===== src/hw/rtl/bltab_pkg.sv =====
// shared types and codes for the bounded list table
package bltab_pkg;

  localparam int unsigned CMD_W      = 4;
  localparam int unsigned NARROW_W   = 5;
  localparam int unsigned STATUS_W   = 3;
  localparam int unsigned WORD_PORT_W = 64;

  localparam logic [NARROW_W-1:0] CAP_RESET = 5'd16;

  typedef enum logic [CMD_W-1:0] {
    CMD_PUSH      = 4'd0,
    CMD_PUSH_UNIQ = 4'd1,
    CMD_POP       = 4'd2,
    CMD_INSERT    = 4'd3,
    CMD_REMOVE    = 4'd4,
    CMD_GET       = 4'd5,
    CMD_SET       = 4'd6,
    CMD_FIND      = 4'd7,
    CMD_COUNT     = 4'd8,
    CMD_REM_ALL   = 4'd9,
    CMD_REM_FIRST = 4'd10,
    CMD_CLEAR     = 4'd11
  } cmd_e;

  typedef enum logic [STATUS_W-1:0] {
    STAT_OK        = 3'd0,
    STAT_FULL      = 3'd1,
    STAT_EMPTY     = 3'd2,
    STAT_BOUNDS    = 3'd3,
    STAT_EXISTS    = 3'd4,
    STAT_NOT_FOUND = 3'd5
  } status_e;

  // what one cell does at the next edge
  typedef enum logic [1:0] {
    CELL_HOLD,
    CELL_LOAD,
    CELL_FROM_LEFT,
    CELL_FROM_RIGHT
  } cell_op_e;

endpackage


===== src/hw/rtl/bltab_cell.sv =====
// one list slot: word register, neighbour hand-off and local compare
module bltab_cell #(
  parameter int unsigned WORD_BITS = 64
) (
  input  logic                    clk_i,
  input  bltab_pkg::cell_op_e     op_i,
  input  logic [WORD_BITS-1:0]    word_i,
  input  logic [WORD_BITS-1:0]    left_i,
  input  logic [WORD_BITS-1:0]    right_i,
  output logic [WORD_BITS-1:0]    slot_o,
  output logic                    hit_o
);

  logic [WORD_BITS-1:0] slot_q, slot_d;

  always_comb begin
    case (op_i)
      bltab_pkg::CELL_LOAD:       slot_d = word_i;
      bltab_pkg::CELL_FROM_LEFT:  slot_d = left_i;
      bltab_pkg::CELL_FROM_RIGHT: slot_d = right_i;
      default:                    slot_d = slot_q;
    endcase
  end

  always_ff @(posedge clk_i) begin
    slot_q <= slot_d;
  end

  assign slot_o = slot_q;
  assign hit_o  = (slot_q == word_i);

endmodule


===== src/hw/rtl/bounded_list_table_top.sv =====
// bounded list table: ordered word list held in a row of shifting cells
// An ordered list of up to DEPTH words, limited further by the capacity
// register (values above DEPTH act as DEPTH; lowering it never drops held
// entries). Each slot is a cell that compares its word against the request
// word and can take its left or right neighbour's word, so insert and
// remove shift the whole tail of the list together. A word is latched on
// acceptance and executed in the exec state: push, pop, insert, remove,
// get, set and clear place their result in the output register in their
// first execution step and then return to idle.
// Find, push unique, count, remove first and remove all walk a scan index
// over the held entries, one entry per cycle while the output register is
// free, and place their result on a match or at the end of the list (count
// and remove all only at the end); remove all stays on an index after
// removing a match there. The next request is taken once the result has
// been placed in the output register, which parts the two sides; the
// execution steps pause while that register still holds an untaken word.
// Clear only resets the fill count: slots at or beyond fill are never read.
module bounded_list_table_top #(
  parameter int unsigned DEPTH     = 16,
  parameter int unsigned WORD_BITS = 64
) (
  input  logic                                 clk_i,
  input  logic                                 rst_ni,
  // request side
  input  logic                                 in_valid_i,
  output logic                                 in_stall_o,
  input  logic [bltab_pkg::CMD_W-1:0]          cmd_i,
  input  logic [bltab_pkg::NARROW_W-1:0]       position_i,
  input  logic [bltab_pkg::WORD_PORT_W-1:0]    word_in_i,
  // result side
  output logic                                 out_valid_o,
  input  logic                                 out_stall_i,
  output logic [bltab_pkg::STATUS_W-1:0]       status_o,
  output logic [bltab_pkg::WORD_PORT_W-1:0]    word_out_o,
  output logic [bltab_pkg::NARROW_W-1:0]       found_at_o,
  output logic [bltab_pkg::NARROW_W-1:0]       match_total_o,
  output logic [bltab_pkg::NARROW_W-1:0]       size_now_o,
  // capacity register write
  input  logic                                 cfg_valid_i,
  output logic                                 cfg_ready_o,
  input  logic [bltab_pkg::NARROW_W-1:0]       cfg_data_i
);

  // count width, slot index width, and a common width for comparisons
  localparam int unsigned CW = $clog2(DEPTH + 1);
  localparam int unsigned IW = (DEPTH > 1) ? $clog2(DEPTH) : 1;
  localparam int unsigned MW = (CW > bltab_pkg::NARROW_W) ? CW : bltab_pkg::NARROW_W;

  typedef enum logic {
    ST_IDLE,
    ST_EXEC
  } state_e;

  state_e                          state_q;
  bltab_pkg::cmd_e                 cmd_q;
  logic [bltab_pkg::NARROW_W-1:0]  pos_q;
  logic [WORD_BITS-1:0]            word_q;
  logic [CW-1:0]                   fill_q, fill_d;
  logic [CW-1:0]                   scan_q, scan_d;   // scan index
  logic [CW-1:0]                   acc_q, acc_d;     // match / removal tally
  logic [bltab_pkg::NARROW_W-1:0]  cap_q;

  // output register
  logic                            out_valid_q;
  bltab_pkg::status_e              status_q;
  logic [WORD_BITS-1:0]            rd_word_q;
  logic [CW-1:0]                   found_q;
  logic [CW-1:0]                   total_q;
  logic [CW-1:0]                   size_q;

  // row of cells
  logic [WORD_BITS-1:0]            slot   [DEPTH];
  logic [DEPTH-1:0]                hit;
  bltab_pkg::cell_op_e             cell_op [DEPTH];

  // step decisions
  logic                            out_free, step_en, commit;
  bltab_pkg::status_e              status_d;
  logic [WORD_BITS-1:0]            rd_word_d;
  logic [CW-1:0]                   found_d, total_d;
  logic                            do_wr, do_shr, do_shl;
  logic [MW-1:0]                   op_idx;
  logic [MW-1:0]                   rd_idx;
  logic [WORD_BITS-1:0]            rd_sel;
  logic [MW-1:0]                   pos_m, fill_m, scan_m, cap_m;
  logic                            scan_done, cur_hit, is_full;

  assign out_free = !out_valid_q || !out_stall_i;
  assign step_en  = (state_q == ST_EXEC) && out_free;

  assign pos_m  = MW'(pos_q);
  assign fill_m = MW'(fill_q);
  assign scan_m = MW'(scan_q);
  // capacity clamped to the table depth
  assign cap_m  = (MW'(cap_q) > MW'(DEPTH)) ? MW'(DEPTH) : MW'(cap_q);

  assign is_full   = (fill_m >= cap_m);
  assign scan_done = (scan_q >= fill_q);
  assign cur_hit   = !scan_done && hit[scan_q[IW-1:0]];

  // one read port into the row, for pop, remove and get
  assign rd_idx = (cmd_q == bltab_pkg::CMD_POP) ? (fill_m - MW'(1)) : pos_m;
  assign rd_sel = slot[rd_idx[IW-1:0]];

  always_comb begin
    commit    = 1'b0;
    status_d  = bltab_pkg::STAT_OK;
    rd_word_d = '0;
    found_d   = '0;
    total_d   = '0;
    fill_d    = fill_q;
    scan_d    = scan_q;
    acc_d     = acc_q;
    do_wr     = 1'b0;
    do_shr    = 1'b0;
    do_shl    = 1'b0;
    op_idx    = '0;
    if (step_en) begin
      case (cmd_q)
        bltab_pkg::CMD_PUSH: begin
          commit = 1'b1;
          if (is_full) begin
            status_d = bltab_pkg::STAT_FULL;
          end else begin
            do_wr  = 1'b1;
            op_idx = fill_m;
            fill_d = fill_q + CW'(1);
          end
        end
        bltab_pkg::CMD_PUSH_UNIQ: begin
          if (cur_hit) begin
            commit   = 1'b1;
            status_d = bltab_pkg::STAT_EXISTS;
          end else if (!scan_done) begin
            scan_d = scan_q + CW'(1);
          end else begin
            commit = 1'b1;
            if (is_full) begin
              status_d = bltab_pkg::STAT_FULL;
            end else begin
              do_wr  = 1'b1;
              op_idx = fill_m;
              fill_d = fill_q + CW'(1);
            end
          end
        end
        bltab_pkg::CMD_POP: begin
          commit = 1'b1;
          if (fill_q == '0) begin
            status_d = bltab_pkg::STAT_EMPTY;
          end else begin
            rd_word_d = rd_sel;
            fill_d    = fill_q - CW'(1);
          end
        end
        bltab_pkg::CMD_INSERT: begin
          commit = 1'b1;
          if (pos_m > fill_m) begin
            status_d = bltab_pkg::STAT_BOUNDS;
          end else if (is_full) begin
            status_d = bltab_pkg::STAT_FULL;
          end else begin
            do_shr = 1'b1;
            op_idx = pos_m;
            fill_d = fill_q + CW'(1);
          end
        end
        bltab_pkg::CMD_REMOVE: begin
          commit = 1'b1;
          if (pos_m >= fill_m) begin
            status_d = bltab_pkg::STAT_BOUNDS;
          end else begin
            rd_word_d = rd_sel;
            do_shl    = 1'b1;
            op_idx    = pos_m;
            fill_d    = fill_q - CW'(1);
          end
        end
        bltab_pkg::CMD_GET: begin
          commit = 1'b1;
          if (pos_m >= fill_m) begin
            status_d = bltab_pkg::STAT_BOUNDS;
          end else begin
            rd_word_d = rd_sel;
          end
        end
        bltab_pkg::CMD_SET: begin
          commit = 1'b1;
          if (pos_m >= fill_m) begin
            status_d = bltab_pkg::STAT_BOUNDS;
          end else begin
            do_wr  = 1'b1;
            op_idx = pos_m;
          end
        end
        bltab_pkg::CMD_FIND: begin
          if (cur_hit) begin
            commit  = 1'b1;
            found_d = scan_q;
          end else if (!scan_done) begin
            scan_d = scan_q + CW'(1);
          end else begin
            commit   = 1'b1;
            status_d = bltab_pkg::STAT_NOT_FOUND;
          end
        end
        bltab_pkg::CMD_COUNT: begin
          if (!scan_done) begin
            scan_d = scan_q + CW'(1);
            acc_d  = acc_q + CW'(cur_hit);
          end else begin
            commit  = 1'b1;
            total_d = acc_q;
          end
        end
        bltab_pkg::CMD_REM_ALL: begin
          if (cur_hit) begin
            // close the gap and look at the same index again
            do_shl = 1'b1;
            op_idx = scan_m;
            fill_d = fill_q - CW'(1);
            acc_d  = acc_q + CW'(1);
          end else if (!scan_done) begin
            scan_d = scan_q + CW'(1);
          end else begin
            commit  = 1'b1;
            total_d = acc_q;
          end
        end
        bltab_pkg::CMD_REM_FIRST: begin
          if (cur_hit) begin
            commit = 1'b1;
            do_shl = 1'b1;
            op_idx = scan_m;
            fill_d = fill_q - CW'(1);
          end else if (!scan_done) begin
            scan_d = scan_q + CW'(1);
          end else begin
            commit   = 1'b1;
            status_d = bltab_pkg::STAT_NOT_FOUND;
          end
        end
        bltab_pkg::CMD_CLEAR: begin
          commit = 1'b1;
          fill_d = '0;
        end
        default: begin
          commit = 1'b1;
        end
      endcase
    end
  end

  // per-cell moves from the broadcast decision
  for (genvar gi = 0; gi < DEPTH; gi++) begin : g_cell
    localparam int unsigned CI = gi;
    logic [WORD_BITS-1:0] left_w, right_w;

    if (gi == 0) begin : g_first
      assign left_w = word_q;
    end else begin : g_inner_l
      assign left_w = slot[gi-1];
    end
    if (gi == DEPTH - 1) begin : g_last
      assign right_w = word_q;
    end else begin : g_inner_r
      assign right_w = slot[gi+1];
    end

    always_comb begin
      cell_op[gi] = bltab_pkg::CELL_HOLD;
      if (do_wr && (op_idx == MW'(CI))) begin
        cell_op[gi] = bltab_pkg::CELL_LOAD;
      end else if (do_shr && (op_idx == MW'(CI))) begin
        cell_op[gi] = bltab_pkg::CELL_LOAD;
      end else if (do_shr && (MW'(CI) > op_idx)) begin
        cell_op[gi] = bltab_pkg::CELL_FROM_LEFT;
      end else if (do_shl && (MW'(CI) >= op_idx) && (CI + 1 < DEPTH)) begin
        cell_op[gi] = bltab_pkg::CELL_FROM_RIGHT;
      end
    end

    bltab_cell #(
      .WORD_BITS (WORD_BITS)
    ) u_cell (
      .clk_i   (clk_i),
      .op_i    (cell_op[gi]),
      .word_i  (word_q),
      .left_i  (left_w),
      .right_i (right_w),
      .slot_o  (slot[gi]),
      .hit_o   (hit[gi])
    );
  end

  always_ff @(posedge clk_i or negedge rst_ni) begin
    if (!rst_ni) begin
      state_q     <= ST_IDLE;
      fill_q      <= '0;
      scan_q      <= '0;
      acc_q       <= '0;
      cap_q       <= bltab_pkg::CAP_RESET;
      out_valid_q <= 1'b0;
    end else begin
      if (cfg_valid_i) begin
        cap_q <= cfg_data_i;
      end
      fill_q <= fill_d;
      case (state_q)
        ST_IDLE: begin
          if (in_valid_i) begin
            state_q <= ST_EXEC;
            cmd_q   <= bltab_pkg::cmd_e'(cmd_i);
            pos_q   <= position_i;
            word_q  <= word_in_i[WORD_BITS-1:0];
            scan_q  <= '0;
            acc_q   <= '0;
          end
        end
        ST_EXEC: begin
          scan_q <= scan_d;
          acc_q  <= acc_d;
          if (commit) begin
            state_q <= ST_IDLE;
          end
        end
        default: begin
          state_q <= ST_IDLE;
        end
      endcase
      if (commit) begin
        out_valid_q <= 1'b1;
        status_q    <= status_d;
        rd_word_q   <= rd_word_d;
        found_q     <= found_d;
        total_q     <= total_d;
        size_q      <= fill_d;
      end else if (!out_stall_i) begin
        out_valid_q <= 1'b0;
      end
    end
  end

  assign in_stall_o    = (state_q != ST_IDLE);
  assign cfg_ready_o   = 1'b1;
  assign out_valid_o   = out_valid_q;
  assign status_o      = status_q;
  assign word_out_o    = bltab_pkg::WORD_PORT_W'(rd_word_q);
  assign found_at_o    = bltab_pkg::NARROW_W'(found_q);
  assign match_total_o = bltab_pkg::NARROW_W'(total_q);
  assign size_now_o    = bltab_pkg::NARROW_W'(size_q);

endmodule


===== config.mk =====
export PLATFORM = sky130hd
export DESIGN_NAME = bounded_list_table_top
export DESIGN_NICKNAME = d
export VERILOG_FILES = /design/src/hw/rtl/bltab_pkg.sv /design/src/hw/rtl/bltab_cell.sv /design/src/hw/rtl/bounded_list_table_top.sv
export SDC_FILE = /design/constraint.sdc
export NUM_CORES = 2
export LEC_CHECK = 0
export ABC_CLOCK_PERIOD_IN_PS = 11300
export BUFFER_PORTS_ARGS = -buffer_cell sky130_fd_sc_hd__buf_2
export CAP_MARGIN = 20
export CORE_ASPECT_RATIO = 1.25
export CORE_UTILIZATION = 64
export DETAILED_ROUTE_END_ITERATION = 6
export PLACE_DENSITY = 0.81
export SKIP_LAST_GASP = 1
export SLEW_MARGIN = 25
export SYNTH_ARGS = -nofsm -noshare
export SYNTH_HDL_FRONTEND = slang
export SYNTH_HIERARCHICAL = 1
export SYNTH_SLANG_ARGS = --single-unit

===== constraint.sdc =====
create_clock -name clk_i -period 11.3 [get_ports clk_i]
set_clock_uncertainty 0.1 [all_clocks]
set_input_delay 2.26 -clock clk_i [delete_from_list [all_inputs] [get_ports clk_i]]
set_output_delay 2.26 -clock clk_i [all_outputs]
set_load 0.02 [all_outputs]

==> results.md <==
* Async SR Flop Fraction at 0.0183
* Slowest cell on crit path: nor4_1
* Leak at 27.7 nW
* Core area at between 100000 and 150000 um^2
* Post-layout nets at around 7000
* Global route overflow at 0
* DR pass1 iterations at 7
* Minimum clock period at slightly above 8 ns
* I/O pins at about 170
* Final hold vios at 0
* Pin count of the biggest net entering global routing at 130
* Post-Synth Adder-Cell Area at 0.00349
* Failing checks: DRC
* DRT iter0 DRCs at 9548
* Most used cell along the critical path: buf_4
* GR Layer Usage met1 at 0.507
* Syn Area/Cell at 11.3 um^2
* Netlist Area Pre-Place at between 70000 and 80000 um^2
* Initial antenna violation count at 11
* Post-synth top area cell: edfxtp_1
* Max Clk Rate at between 0.1 and 0.15 GHz
* Hold WS at roughly 0.40 ns
* Area Growth Syn to Fin at 8.71%
* Clock sinks at between 1000 and 1500
* Starting Density at 0.646
* Setup Total Neg Slack at 0 ns
* H-Tree Depth at 4
* Power per cell area at between 150 and 200 nW/um^2
* Fin crit share at 0.718
* Top cell type's share of synthesized area at 0.450
* Slew Limit Fails at 0
* DR WL/cell at between 30 and 40 um
* Tightest Pin Transition at between 1 and 1.5 ns
* Critical path startpoint category: flip-flop
* Die Ht at 394 um
* Die Width at 316 um
* Via Count at slightly above 60000
* Status: finished, violations left
* Synth Area in Compound Gates at 0.0885
* Met3 Resource Use GR at 0.116
* Hold buffer count at CTS at 0
* Port buffer count at 166
* Number of flip-flops under the largest register name at around 1000
* MaxCap Viol Count at 0
* Total Die Area at 124000 um^2
* Crit-path cells: buf_4, xor2_1, nor4_1, nand4_1, nor4_2, mux4_2, mux4_2, o211a_2, and2_1, a221o_1, nand2_1, nand4_1, nor3b_2, buf_4, or2_4, buf_4
* Post-synthesis simple-gate area fraction at 0.0958
* Crit Path Class: reg2reg
* Max IR drop VDD at approximately 160 uV
* Clk buf depth at 3
* Ys Warns at 6
* Ys flop type: edfxtp_1
* Post-CTS Setup Inserts at 0
* Root buffer cell: clkbuf_16
* Clk_lat worst skew at between 0.8 and 0.9 ns
* WP data arrival at 8.42 ns
* Drt drc at 6
* Post-synth EDFFs at ~1200
* Total Routing Usage GR at 0.423
* Final antenna-violating net count at 0
* CTS buffer count at between 100 and 150
* Ranking of synthesized cells by area: edfxtp_1, mux2i_1, xor2_1, mux4_2, a21oi_1
* Setup crit end kind: flip-flop
* Share of post-route cells with drive strength above 1 at 0.125
* Vias in the first global route at 59900
* Synth cell types at 69
* Post-synthesis mux area share at 0.213
* First-pass GRT wire length at 389 mm
* Post-CTS Resized at 0
* RD Place Congestion at around 1.0
* Hold Path Class: reg2reg
* XOR/XNOR share of the synthesized area at 0.115
* RSZ-0062 raised after global routing: no
* Final setup fails at 0
* CTS tree: built
* GRT busiest layer: met2
* Crit Path Max Fanout at 55
* Required time of the critical path at roughly 12 ns
* Drt total wl at between 200 and 300 mm
* Mapped Cells at about 7000
* DP Wirelength at between 150 and 200 mm
* Worst-path clk slew at about 0.06 ns
* # rows at approximately 140
* Register bit total from synthesis at about 1200
* Syn_nets at 7100
* CP peak stage delay at around 0.88 ns
* Sequential area share after synthesis at 0.457
* Vias per inst at a little over 7
* Relative slew slack at 0.172
* Largest family of logic cells by synthesized area: multiplexers
* Grt met2 use at 0.645
per-layer routing:
metal	share of wire	up-vias
met5	0.00020	-
met4	0.090	8
met3	0.12	1113
met2	0.45	4695
met1	0.33	30000
li1	-	26200
layout make-up:
| cell class | instances | area, um^2 |
|---|---|---|
| well taps | 1595 | 2000 |
| flip-flops and latches | 1201 | 36000 |
| diodes | 7 | 17.5 |
| clock inverters | 63 | 569 |
| clock buffers | 170 | 3570 |
| fillers | 8596 | 36200 |
| repair buffers | 339 | 2280 |
| multi-input cells | 5327 | 41200 |
| inverters | 11 | 41.3 |
layout by cell type (no fill, tap or decap), types with 16 or more instances in the layout:
cell type and instances:
buf_4 161, edfxtp_1 1179, nor2_1 1062, buf_2 166
clkinv_1 22, mux4_2 261, clkbuf_16 138, nand2_1 41
clkbuf_1 32, nor3_1 16, nor2b_1 71, ha_1 22
xor2_1 1030, a21oi_1 1046, nand4_1 73, mux2i_1 1088
or2_4 16, o21ai_0 22, clkinv_2 18, nand3_1 19
dfrtp_1 21, nor4_1 255, nor4_2 21, a211oi_1 118
per-stage QoR:
stage	worst slack [ns]	area (um^2)	cells	util	total power, mW
6_report	3.19	85600	8713	0.703	13.4
3_3_place_gp	3.85	81300	8470	0.667	8.95
4_1_cts	3.71	85500	8705	0.702	13.3
2_1_floorplan	5.61	78800	6995	-	8.00
5_1_grt	3.20	85600	8709	0.703	13.8
3_5_place_dp	3.75	81400	8472	0.668	9.06
synth_stat cells (all sizes together) (3+ instances only):
| cell type | number |
|---|---|
| o211ai | 4 |
| or2 | 18 |
| a41oi | 3 |
| nor2b | 71 |
| nand2b | 8 |
| mux2i | 1088 |
| nand3 | 19 |
| nand2 | 42 |
| and4 | 3 |
| clkbuf | 226 |
| nor2 | 1067 |
| mux2 | 4 |
| o21ai | 34 |
| nor4 | 276 |
| a22oi | 5 |
| nor3 | 18 |
| inv | 11 |
| a211oi | 134 |
| o21a | 6 |
| buf | 230 |
| a21o | 4 |
| edfxtp | 1179 |
| o22ai | 7 |
| xor2 | 1030 |
| a21oi | 1057 |
| or3 | 4 |
| a31oi | 6 |
| dfrtp | 21 |
| nor3b | 3 |
| and3 | 11 |
| mux4 | 261 |
| ha | 22 |
| and2 | 15 |
| nand4 | 73 |
worst max-delay path, delay by kind of cell, from the launching register on:
kind	cells	cell delay, ns
compound gates	2	0.78
buf+inv	3	1.66
xor+xnor	1	0.14
mux	2	0.69
simple gates	8	3.84
flops	1	0.34
power by group:
part,total [mW],leakage (nW),internal [mW],switching [mW]
logic,3.32,14.7,1.17,2.15
clock network,4.32,2.02,2.42,1.90
registers,5.80,11.0,5.44,0.358
logic make-up after synthesis:
logic type	count (synthesis)
simple gates	1635
mux	1353
compound gates	1284
flops	1201
xor+xnor	1032
buf+inv	467
fa+ha+maj	22
other cells	1
path summary, 6_finish.rpt:
check                                          startpoint                                    end  slack [ns]  cells past startpoint
max                        g_cell[0].left_w[53]$_DFFE_PP_  g_cell[4].u_cell/slot_o[15]$_DFFE_PP_        3.19                     16
min                                  cap_q[0]$_DFFE_PN0P_                   cap_q[0]$_DFFE_PN0P_        0.40                      1
max reg2reg                g_cell[0].left_w[53]$_DFFE_PP_  g_cell[4].u_cell/slot_o[15]$_DFFE_PP_        3.19                     16
min reg2reg                          cap_q[0]$_DFFE_PN0P_                   cap_q[0]$_DFFE_PN0P_        0.40                      1
max in group asynchronous                          rst_ni                   acc_q[4]$_DFFE_PN0P_        9.36                      1
min in group asynchronous                          rst_ni                    fill_m[1]$_DFF_PN0_        1.36                      1
No activity file was read; power rests on OpenSTA's default activity.
